### src/assert_macros.svh
// assertion macros shared by the scheduler rtl
// each macro assumes a clock named clk and an active-low reset named rst_n
`ifndef ASSERT_MACROS_SVH
`define ASSERT_MACROS_SVH

// same-cycle implication
`define ASSERT_IMPL(label, ante, cons) \
  label: assert property (@(posedge clk) disable iff (!rst_n) (ante) |-> (cons)) \
    else $error("assertion failed");

// next-cycle implication
`define ASSERT_NEXT(label, ante, cons) \
  label: assert property (@(posedge clk) disable iff (!rst_n) (ante) |=> (cons)) \
    else $error("assertion failed");

`endif

### src/tods_pkg.sv
// types, codes and constants of the time-of-day setpoint scheduler
// no dependencies
package tods_pkg;

  localparam logic [1:0] OP_STEP  = 2'd0;
  localparam logic [1:0] OP_LOAD  = 2'd1;
  localparam logic [1:0] OP_START = 2'd2;

  localparam logic [23:0] MS_PER_MIN = 24'd60000;
  localparam logic [23:0] TIMER_MAX  = 24'hFFFFFF;
  localparam logic signed [11:0] RAMP_STEP = 12'sd5;

  typedef logic signed [10:0] temp_t;

  typedef struct packed {
    logic [4:0] hr;
    logic [5:0] mn;
    temp_t      heat;
    temp_t      cool;
    logic [7:0] ramp;
  } entry_t;

  function automatic temp_t ramp_toward(input temp_t now, input temp_t target);
    logic signed [11:0] t;
    temp_t              res;
    res = now;
    if (target > now) begin
      t = 12'(now) + RAMP_STEP;
      res = (t > 12'(target)) ? target : t[10:0];
    end else if (target < now) begin
      t = 12'(now) - RAMP_STEP;
      res = (t < 12'(target)) ? target : t[10:0];
    end
    return res;
  endfunction

endpackage

### src/tods_cmp.sv
// shared interval comparator of the scheduler
// depends on tods_pkg for the entry type
module tods_cmp (
  input  logic               [4:0] hour,
  input  logic               [5:0] minute,
  input  tods_pkg::entry_t         a,
  input  tods_pkg::entry_t         b,
  input  logic                     wrap,
  output logic                     match
);

  logic after_a;
  logic before_b;
  logic mid;

  always_comb begin
    after_a  = (hour == a.hr) && (minute >= a.mn);
    before_b = (hour == b.hr) && (minute < b.mn);
    if (wrap) begin
      mid = (hour > a.hr) || (hour < b.hr);
    end else begin
      mid = (hour > a.hr) && (hour < b.hr);
    end
    match = after_a || mid || before_b;
  end

endmodule

### src/tods_table.sv
// schedule entry memory, one write port and one registered read port
// depends on tods_pkg for the entry type
module tods_table #(
  parameter int DEPTH = 8,
  parameter int AW    = 3
) (
  input  logic                      clk,
  input  logic                      wr_en,
  input  logic             [AW-1:0] wr_addr,
  input  tods_pkg::entry_t          wr_data,
  input  logic                      rd_en,
  input  logic             [AW-1:0] rd_addr,
  output tods_pkg::entry_t          rd_data
);

  tods_pkg::entry_t mem [DEPTH];

  always_ff @(posedge clk) begin
    if (wr_en) begin
      mem[wr_addr] <= wr_data;
    end
  end

  always_ff @(posedge clk) begin
    if (rd_en) begin
      rd_data <= mem[rd_addr];
    end
  end

endmodule

### src/time_of_day_setpoint_scheduler.sv
// top level of the time-of-day setpoint scheduler: sequencer, setpoint and timer state
// depends on tods_pkg, tods_cmp, tods_table and assert_macros.svh
//
//  channel | direction | handshake           | payload
//  in_     | input     | in_valid/in_ready   | operation, time, elapsed, entry fields
//  out_    | output    | out_valid/out_ready | program, setpoints, ramp flag
//  cfg_    | input     | cfg_valid/cfg_ready | entry count
//
// step and start requests go from start through step, wrap and fetch to done; the step state walks
// the n entries in use over the entry memory through the one interval comparator
// load requests and unused codes go straight to done; in_ready rises with out_valid
// in_ready is high only while the sequencer is idle; cfg_ready is always high
// a full output register holds the sequencer in its last state until out_ready
// rst_n is synchronous; the entry memory is not cleared
module time_of_day_setpoint_scheduler #(
  parameter int MAX_ENTRIES = 8
) (
  input  logic               clk,
  input  logic               rst_n,
  input  logic               in_valid,
  output logic               in_ready,
  input  logic        [1:0]  in_operation,
  input  logic        [4:0]  in_hour,
  input  logic        [5:0]  in_minute,
  input  logic        [15:0] in_elapsed_ms,
  input  logic        [2:0]  in_entry_index,
  input  logic        [4:0]  in_entry_hour,
  input  logic        [5:0]  in_entry_minute,
  input  logic signed [10:0] in_entry_heating,
  input  logic signed [10:0] in_entry_cooling,
  input  logic        [7:0]  in_entry_ramp_minutes,
  output logic               out_valid,
  input  logic               out_ready,
  output logic        [3:0]  out_active_program,
  output logic signed [10:0] out_heating_setpoint,
  output logic signed [10:0] out_cooling_setpoint,
  output logic               out_ramp_step_taken,
  input  logic               cfg_valid,
  output logic               cfg_ready,
  input  logic        [3:0]  cfg_data
);

  `include "assert_macros.svh"

  localparam int AW = $clog2(MAX_ENTRIES);
  localparam int PW = $clog2(MAX_ENTRIES + 1);

  localparam logic [2:0] S_IDLE  = 3'd0;
  localparam logic [2:0] S_START = 3'd1;
  localparam logic [2:0] S_STEP  = 3'd2;
  localparam logic [2:0] S_WRAP  = 3'd3;
  localparam logic [2:0] S_FETCH = 3'd4;
  localparam logic [2:0] S_DONE  = 3'd5;

  logic             [2:0]  state_r;
  logic             [1:0]  op_r;
  logic             [4:0]  hr_r;
  logic             [5:0]  mn_r;
  logic             [AW-1:0] cnt_r;
  tods_pkg::entry_t        prev_r;
  tods_pkg::entry_t        first_r;
  logic             [PW-1:0] prog_r;
  tods_pkg::temp_t         heat_r;
  tods_pkg::temp_t         cool_r;
  logic             [23:0] timer_r;
  logic             [23:0] prod_r;
  logic             [3:0]  ecount_r;
  logic                    out_valid_r;
  logic             [3:0]  out_prog_r;
  tods_pkg::temp_t         out_heat_r;
  tods_pkg::temp_t         out_cool_r;
  logic                    out_step_r;

  logic             [PW-1:0] n_use;
  logic             [PW-1:0] last_idx;
  logic             [PW-1:0] prog_wrap;
  logic             [PW-1:0] prog_fix;
  logic                    in_acc;
  logic                    wr_en;
  tods_pkg::entry_t        wr_data;
  logic                    rd_en;
  logic             [AW-1:0] rd_addr;
  tods_pkg::entry_t        rd_data;
  tods_pkg::entry_t        cmp_b;
  logic                    cmp_wrap;
  logic                    cmp_match;
  logic             [24:0] timer_sum;
  logic             [23:0] timer_sat;
  logic                    out_free;
  logic                    fire_step;
  tods_pkg::temp_t         heat_nxt;
  tods_pkg::temp_t         cool_nxt;
  logic                    walk_last;

  assign in_ready  = (state_r == S_IDLE);
  assign cfg_ready = 1'b1;
  assign in_acc    = in_valid && in_ready;
  assign out_free  = !out_valid_r || out_ready;

  assign out_valid            = out_valid_r;
  assign out_active_program   = out_prog_r;
  assign out_heating_setpoint = out_heat_r;
  assign out_cooling_setpoint = out_cool_r;
  assign out_ramp_step_taken  = out_step_r;

  always_comb begin
    if (ecount_r == 4'd0) begin
      n_use = PW'(1);
    end else if (32'(ecount_r) > MAX_ENTRIES) begin
      n_use = PW'(MAX_ENTRIES);
    end else begin
      n_use = PW'(ecount_r);
    end
  end

  assign last_idx  = n_use - 1'b1;
  assign walk_last = (PW'(cnt_r) == last_idx);

  assign cmp_wrap = (state_r == S_WRAP);
  assign cmp_b    = cmp_wrap ? first_r : rd_data;

  tods_cmp u_cmp (
    .hour   (hr_r),
    .minute (mn_r),
    .a      (prev_r),
    .b      (cmp_b),
    .wrap   (cmp_wrap),
    .match  (cmp_match)
  );

  assign prog_wrap = cmp_match ? n_use : prog_r;
  assign prog_fix  = ((prog_wrap == '0) || (prog_wrap > n_use)) ? n_use : prog_wrap;

  always_comb begin
    rd_en   = 1'b0;
    rd_addr = '0;
    unique case (state_r)
      S_START: begin
        rd_en = 1'b1;
      end
      S_STEP: begin
        rd_en   = !walk_last;
        rd_addr = cnt_r + 1'b1;
      end
      S_WRAP: begin
        rd_en   = 1'b1;
        rd_addr = AW'(prog_fix - 1'b1);
      end
      default: begin
        rd_en = 1'b0;
      end
    endcase
  end

  assign wr_en = in_acc && (in_operation == tods_pkg::OP_LOAD) &&
                 (32'(in_entry_index) < MAX_ENTRIES);

  always_comb begin
    wr_data.hr   = in_entry_hour;
    wr_data.mn   = in_entry_minute;
    wr_data.heat = in_entry_heating;
    wr_data.cool = in_entry_cooling;
    wr_data.ramp = in_entry_ramp_minutes;
  end

  tods_table #(
    .DEPTH (MAX_ENTRIES),
    .AW    (AW)
  ) u_table (
    .clk     (clk),
    .wr_en   (wr_en),
    .wr_addr (AW'(in_entry_index)),
    .wr_data (wr_data),
    .rd_en   (rd_en),
    .rd_addr (rd_addr),
    .rd_data (rd_data)
  );

  assign timer_sum = {1'b0, timer_r} + 25'(in_elapsed_ms);
  assign timer_sat = timer_sum[24] ? tods_pkg::TIMER_MAX : timer_sum[23:0];

  assign fire_step = (op_r == tods_pkg::OP_STEP) && (timer_r > prod_r);

  always_comb begin
    unique case (op_r)
      tods_pkg::OP_STEP: begin
        heat_nxt = fire_step ? tods_pkg::ramp_toward(heat_r, rd_data.heat) : heat_r;
        cool_nxt = fire_step ? tods_pkg::ramp_toward(cool_r, rd_data.cool) : cool_r;
      end
      tods_pkg::OP_START: begin
        heat_nxt = rd_data.heat;
        cool_nxt = rd_data.cool;
      end
      default: begin
        heat_nxt = heat_r;
        cool_nxt = cool_r;
      end
    endcase
  end

  always_ff @(posedge clk) begin
    if (!rst_n) begin
      state_r     <= S_IDLE;
      cnt_r       <= '0;
      prog_r      <= PW'(1);
      heat_r      <= '0;
      cool_r      <= '0;
      timer_r     <= '0;
      ecount_r    <= 4'd1;
      out_valid_r <= 1'b0;
    end else begin
      if (cfg_valid && cfg_ready) begin
        ecount_r <= cfg_data;
      end
      if ((state_r == S_DONE) && out_free) begin
        out_valid_r <= 1'b1;
      end else if (out_ready) begin
        out_valid_r <= 1'b0;
      end
      unique case (state_r)
        S_IDLE: begin
          if (in_acc) begin
            timer_r <= timer_sat;
            cnt_r   <= '0;
            if ((in_operation == tods_pkg::OP_STEP) ||
                (in_operation == tods_pkg::OP_START)) begin
              state_r <= S_START;
            end else begin
              state_r <= S_DONE;
            end
          end
        end
        S_START: begin
          state_r <= S_STEP;
        end
        S_STEP: begin
          if ((cnt_r != '0) && cmp_match) begin
            prog_r <= PW'(cnt_r);
          end
          if (walk_last) begin
            state_r <= S_WRAP;
          end else begin
            cnt_r <= cnt_r + 1'b1;
          end
        end
        S_WRAP: begin
          prog_r  <= prog_fix;
          state_r <= S_FETCH;
        end
        S_FETCH: begin
          state_r <= S_DONE;
        end
        S_DONE: begin
          if (out_free) begin
            heat_r <= heat_nxt;
            cool_r <= cool_nxt;
            if (fire_step) begin
              timer_r <= '0;
            end
            state_r <= S_IDLE;
          end
        end
        default: begin
          state_r <= S_IDLE;
        end
      endcase
    end
  end

  always_ff @(posedge clk) begin
    if (in_acc) begin
      op_r <= in_operation;
      hr_r <= in_hour;
      mn_r <= in_minute;
    end
    if (state_r == S_STEP) begin
      prev_r <= rd_data;
      if (cnt_r == '0) begin
        first_r <= rd_data;
      end
    end
    if (state_r == S_FETCH) begin
      prod_r <= 24'(rd_data.ramp) * tods_pkg::MS_PER_MIN;
    end
    if ((state_r == S_DONE) && out_free) begin
      out_prog_r <= 4'(prog_r);
      out_heat_r <= heat_nxt;
      out_cool_r <= cool_nxt;
      out_step_r <= fire_step;
    end
  end

  `ASSERT_NEXT(a_busy_after_accept, in_acc, state_r != S_IDLE)
  `ASSERT_IMPL(a_walk_in_range, state_r == S_STEP, PW'(cnt_r) < n_use)
  `ASSERT_IMPL(a_prog_in_range, state_r == S_FETCH, (prog_r != '0) && (prog_r <= n_use))
  `ASSERT_NEXT(a_hold_when_full, (state_r == S_DONE) && out_valid_r && !out_ready, state_r == S_DONE)

endmodule

### config.mk
export PLATFORM = sky130hd
export DESIGN_NAME = time_of_day_setpoint_scheduler
export DESIGN_NICKNAME = d
export VERILOG_FILES = /design/src/tods_pkg.sv /design/src/tods_cmp.sv /design/src/tods_table.sv /design/src/time_of_day_setpoint_scheduler.sv
export VERILOG_INCLUDE_DIRS = /design/src /design/src/src
export SDC_FILE = /design/constraint.sdc
export NUM_CORES = 1
export LEC_CHECK = 0
export ABC_AREA = 0
export ABC_CLOCK_PERIOD_IN_PS = 5700
export BUFFER_PORTS_ARGS = -buffer_cell sky130_fd_sc_hd__buf_2
export CORE_MARGIN = 1
export CORE_UTILIZATION = 40
export CTS_BUF_LIST = sky130_fd_sc_hd__clkbuf_4
export CTS_CLUSTER_SIZE = 20
export DETAILED_ROUTE_END_ITERATION = 7
export PLACE_DENSITY = 0.59
export SYNTH_ARGS = -nofsm -noshare
export SYNTH_HDL_FRONTEND = slang
export SYNTH_HIERARCHICAL = 1
export SYNTH_SLANG_ARGS = --single-unit
### constraint.sdc
create_clock -name clk -period 5.7 [get_ports clk]
set_input_delay 0.57 -clock clk [delete_from_list [all_inputs] [get_ports clk]]
set_output_delay 0.57 -clock clk [all_outputs]
set_load 0.05 [all_outputs]
==> results.txt <==
The number of placed instances, taps included, is 2,930. The worst register-to-register path ends at u_table/rd_data[40]. The CTS tree is built. The final-report hold violation count is 0. The starting DRC count in detailed routing came out at 1,299.

The slowest stage of the critical path belongs to the cell sky130_fd_sc_hd__maj3_2. The worst hold slack after final layout came out at 0.115 ns. The congestion estimate from routability-driven global placement came to 0.929. The number of warnings printed during yosys synthesis is 6.

Across all register-to-register paths, the minimum setup slack is 0.27 ns. Cells with a size suffix above 1 make up 19.6% of the layout. The number of cells traversed by the worst hold path came out at 4. Across the run, the number of max-cap violations was 0. The total placed instance area came out at 0.0284 mm². The area growth from synthesis to layout is 16.6%. In this run the core area contains 94 standard-cell rows. The routed wire length is 67,300 µm. The net count after synthesis is 2,288. The length in cells of the worst reg-to-reg path came out at 29. The port buffer count is 110. The leakage dissipation came out at 11.7 nW.

The synthesized netlist cell count is 1,997. Once layout is complete, the cells apart from fillers number 3,246. The power density relative to cell area came out at 564 mW/mm². In the routed design, unresolved DRC markers number 0. Static timing analysis puts the maximum clock frequency at 184 MHz. The count of final setup violators came out at 0. The number of nets in the layout came out at 2,570. The detailed-route via count came out at 17,900.

The max-slew violation total from the final report is 0. The final routed wire length divided by cell count came out at 20.7 µm. The startpoint identified for the worst register-to-register timing path is state_r[2]. The number of H-tree branching levels is 4. The core box area is 0.0659 mm².

The TritonCTS buffer count is 136. The maximum clock skew at final layout is 0.0536 ns. In this run the worst setup path begins at state_r[2].

The count of TritonRoute iterations in the first routing pass came out at 5. The HPWL reported at the end of detailed placement is 44,300 µm. The I/O pin total came out at 112.

The combined area of all synthesized cells came out at 0.0267 mm². Global routing used 20.0% of the available tracks. The first global-routing pass estimated 103,000 µm of wire. The maximum VDD drop came out at 0.549 mV. The number of global-route vias before repair came out at 18,200. The run finished with clean final reports.

The critical path is of the reg2reg type. Once layout is done, the placed cells without fillers occupy 0.0311 mm². The data required time of the worst path is 6.37 ns. The floorplan die width is 260 µm. Power comes to 17.5 mW.

The pin count of the biggest net entering global routing is 53. Clock tree synthesis found a total of 511 sinks. The minimum clock period came out at 5.43 ns.

The number of antenna violations at the first check in global routing came out at 8. The path class of the tightest hold or removal check is in2reg. Counting along the longest clock path gives a buffer depth of 3. The largest fanout on the critical path came out at 5. STA classifies the critical path startpoint as a register. In this run the clock root is driven by a sky130_fd_sc_hd__clkbuf_4. The initial utilization of the core area, before any placement, comes to 40.5%. Using the TritonRoute via totals, the vias-per-cell ratio works out to 5.52. The die covers 0.0677 mm². The number of nets with antenna violations after routing is 0. Cells fill 47.2% of the core in the end. The slew at the pin closest to its max-slew limit is 1.17 ns. In this run the most critical hold path is launched from in_elapsed_ms[10]. Data arrives at the worst endpoint at 6.10 ns. After layout, the worst path uses 95.3% of the clock period. The post-CTS clock slew at the launch and capture registers of the worst setup and hold paths is 0.06 ns. The worst pin sits at a relative slew slack of 22.0%. The clock insertion delay at the later pin of the skew report came out at 0.95 ns. On the worst path, the slowest cell contributes a delay of 0.33 ns. The die span in y came out at 260 µm. The final global-route overflow total is 0. The post-synthesis average cell area came out at 13.4 µm². The destination of the worst hold path is timer_r[10]. The endpoint kind of the worst setup timing path is a register.
[metal layers]
layer | wire length (µm) | vias to the layer above | global-route usage (%)
met3 | 4800 | 118 | 4.82
met4 | 1600 | 12 | 7.18
met5 | 76 | - | 0
li1 | - | 8393 | -
met2 | 31000 | 641 | 31.8
met1 | 29800 | 8744 | 26.5
[flip-flops by register name, indices dropped and copies added, names as in the netlist, 3 cells and up]
register              count
cnt_r                     3
cool_r                   11
ecount_r                  4
first_r                  11
heat_r                   11
hr_r                      5
mn_r                      6
out_active_program        4
out_cooling_setpoint     11
out_heating_setpoint     11
prev_r                   11
prod_r                   19
prog_r                    4
state_r                   3
timer_r                  24
u_table/mem             328
u_table/rd_data          41
[worst max-delay path: cells and delay by family, from the launching register on]
kind / cells / cell delay (ns)
compound gates: 6 / 1.22
flops: 1 / 0.32
simple gates: 7 / 0.63
buf+inv: 7 / 0.76
mux: 4 / 1.14
xor+xnor: 1 / 0.11
fa+ha+maj: 4 / 0.99
[layout make-up]
type | instances | area (µm²)
fill | 5857 | 34800
multi-input combinational | 1238 | 11100
antenna | 2 | 5.00
inverter | 163 | 612
sequential | 511 | 14700
tap | 864 | 1080
clock buffer | 182 | 1370
clock inverter | 57 | 383
timing repair buffer | 229 | 1810
[what timing repair did]
action / CTS / global route
endpoints found under the hold margin: 346 / 0
hold buffers: 64 / 0
endpoints found under the setup margin: 10 / 41
gates cloned: 1 / 4
buffers inserted: 0 / 6
gates resized for setup: 2 / 15
pin swaps: 0 / 5
[power breakdown]
group	internal (mW)	total (mW)	leakage, nW	switching [mW]
sequential	4.94	5.42	4.58	0.472
combinational	3.82	8.88	6.15	5.05
clock	1.69	3.25	1.02	1.56
[how the worst max path moves through the flow]
stage,end,slack (ns),cells after the start
after detailed placement,u_table/rd_data[11],0.003,27
after floorplan,u_table/rd_data[0],0.05,29
after global routing,u_table/rd_data[20],-0.02,29
final,u_table/rd_data[40],0.27,29
after global placement,u_table/rd_data[28],0.19,27
after CTS,u_table/rd_data[9],0.06,27
[placed cells by master (no fill, tap or decap), types with 8 or more instances in the layout]
cell	count
sky130_fd_sc_hd__a211oi_1	20
sky130_fd_sc_hd__a21o_1	25
sky130_fd_sc_hd__a21oi_1	89
sky130_fd_sc_hd__a221o_1	10
sky130_fd_sc_hd__a31oi_1	25
sky130_fd_sc_hd__buf_12	8
sky130_fd_sc_hd__buf_2	110
sky130_fd_sc_hd__buf_4	40
sky130_fd_sc_hd__clkbuf_4	182
sky130_fd_sc_hd__clkinv_1	38
sky130_fd_sc_hd__dfxtp_1	61
sky130_fd_sc_hd__dlygate4sd3_1	64
sky130_fd_sc_hd__edfxtp_1	450
sky130_fd_sc_hd__fa_1	23
sky130_fd_sc_hd__ha_1	184
sky130_fd_sc_hd__inv_1	157
sky130_fd_sc_hd__mux2_2	47
sky130_fd_sc_hd__mux2i_1	13
sky130_fd_sc_hd__mux4_1	80
sky130_fd_sc_hd__nand2_1	117
sky130_fd_sc_hd__nand2b_1	11
sky130_fd_sc_hd__nand3_1	60
sky130_fd_sc_hd__nand4_1	24
sky130_fd_sc_hd__nor2_1	82
sky130_fd_sc_hd__nor2b_1	20
sky130_fd_sc_hd__nor3_1	28
sky130_fd_sc_hd__nor4_1	8
sky130_fd_sc_hd__o2111ai_1	9
sky130_fd_sc_hd__o211ai_1	29
sky130_fd_sc_hd__o21a_1	13
sky130_fd_sc_hd__o21ai_0	77
sky130_fd_sc_hd__o21bai_1	10
sky130_fd_sc_hd__o31a_1	10
sky130_fd_sc_hd__o31ai_1	8
sky130_fd_sc_hd__or2_2	8
sky130_fd_sc_hd__or3_1	12
sky130_fd_sc_hd__xnor2_1	57
sky130_fd_sc_hd__xor2_1	10
[per-stage QoR]
step,TNS (ns),setup slack [ns]
after floorplan,0,0.0513
after global placement,0,0.187
after detailed placement,0,0.00337
after CTS,0,0.0639
after global routing,-0.139,-0.0172
final,0,0.270
No activity file was read; power rests on OpenSTA's default activity.
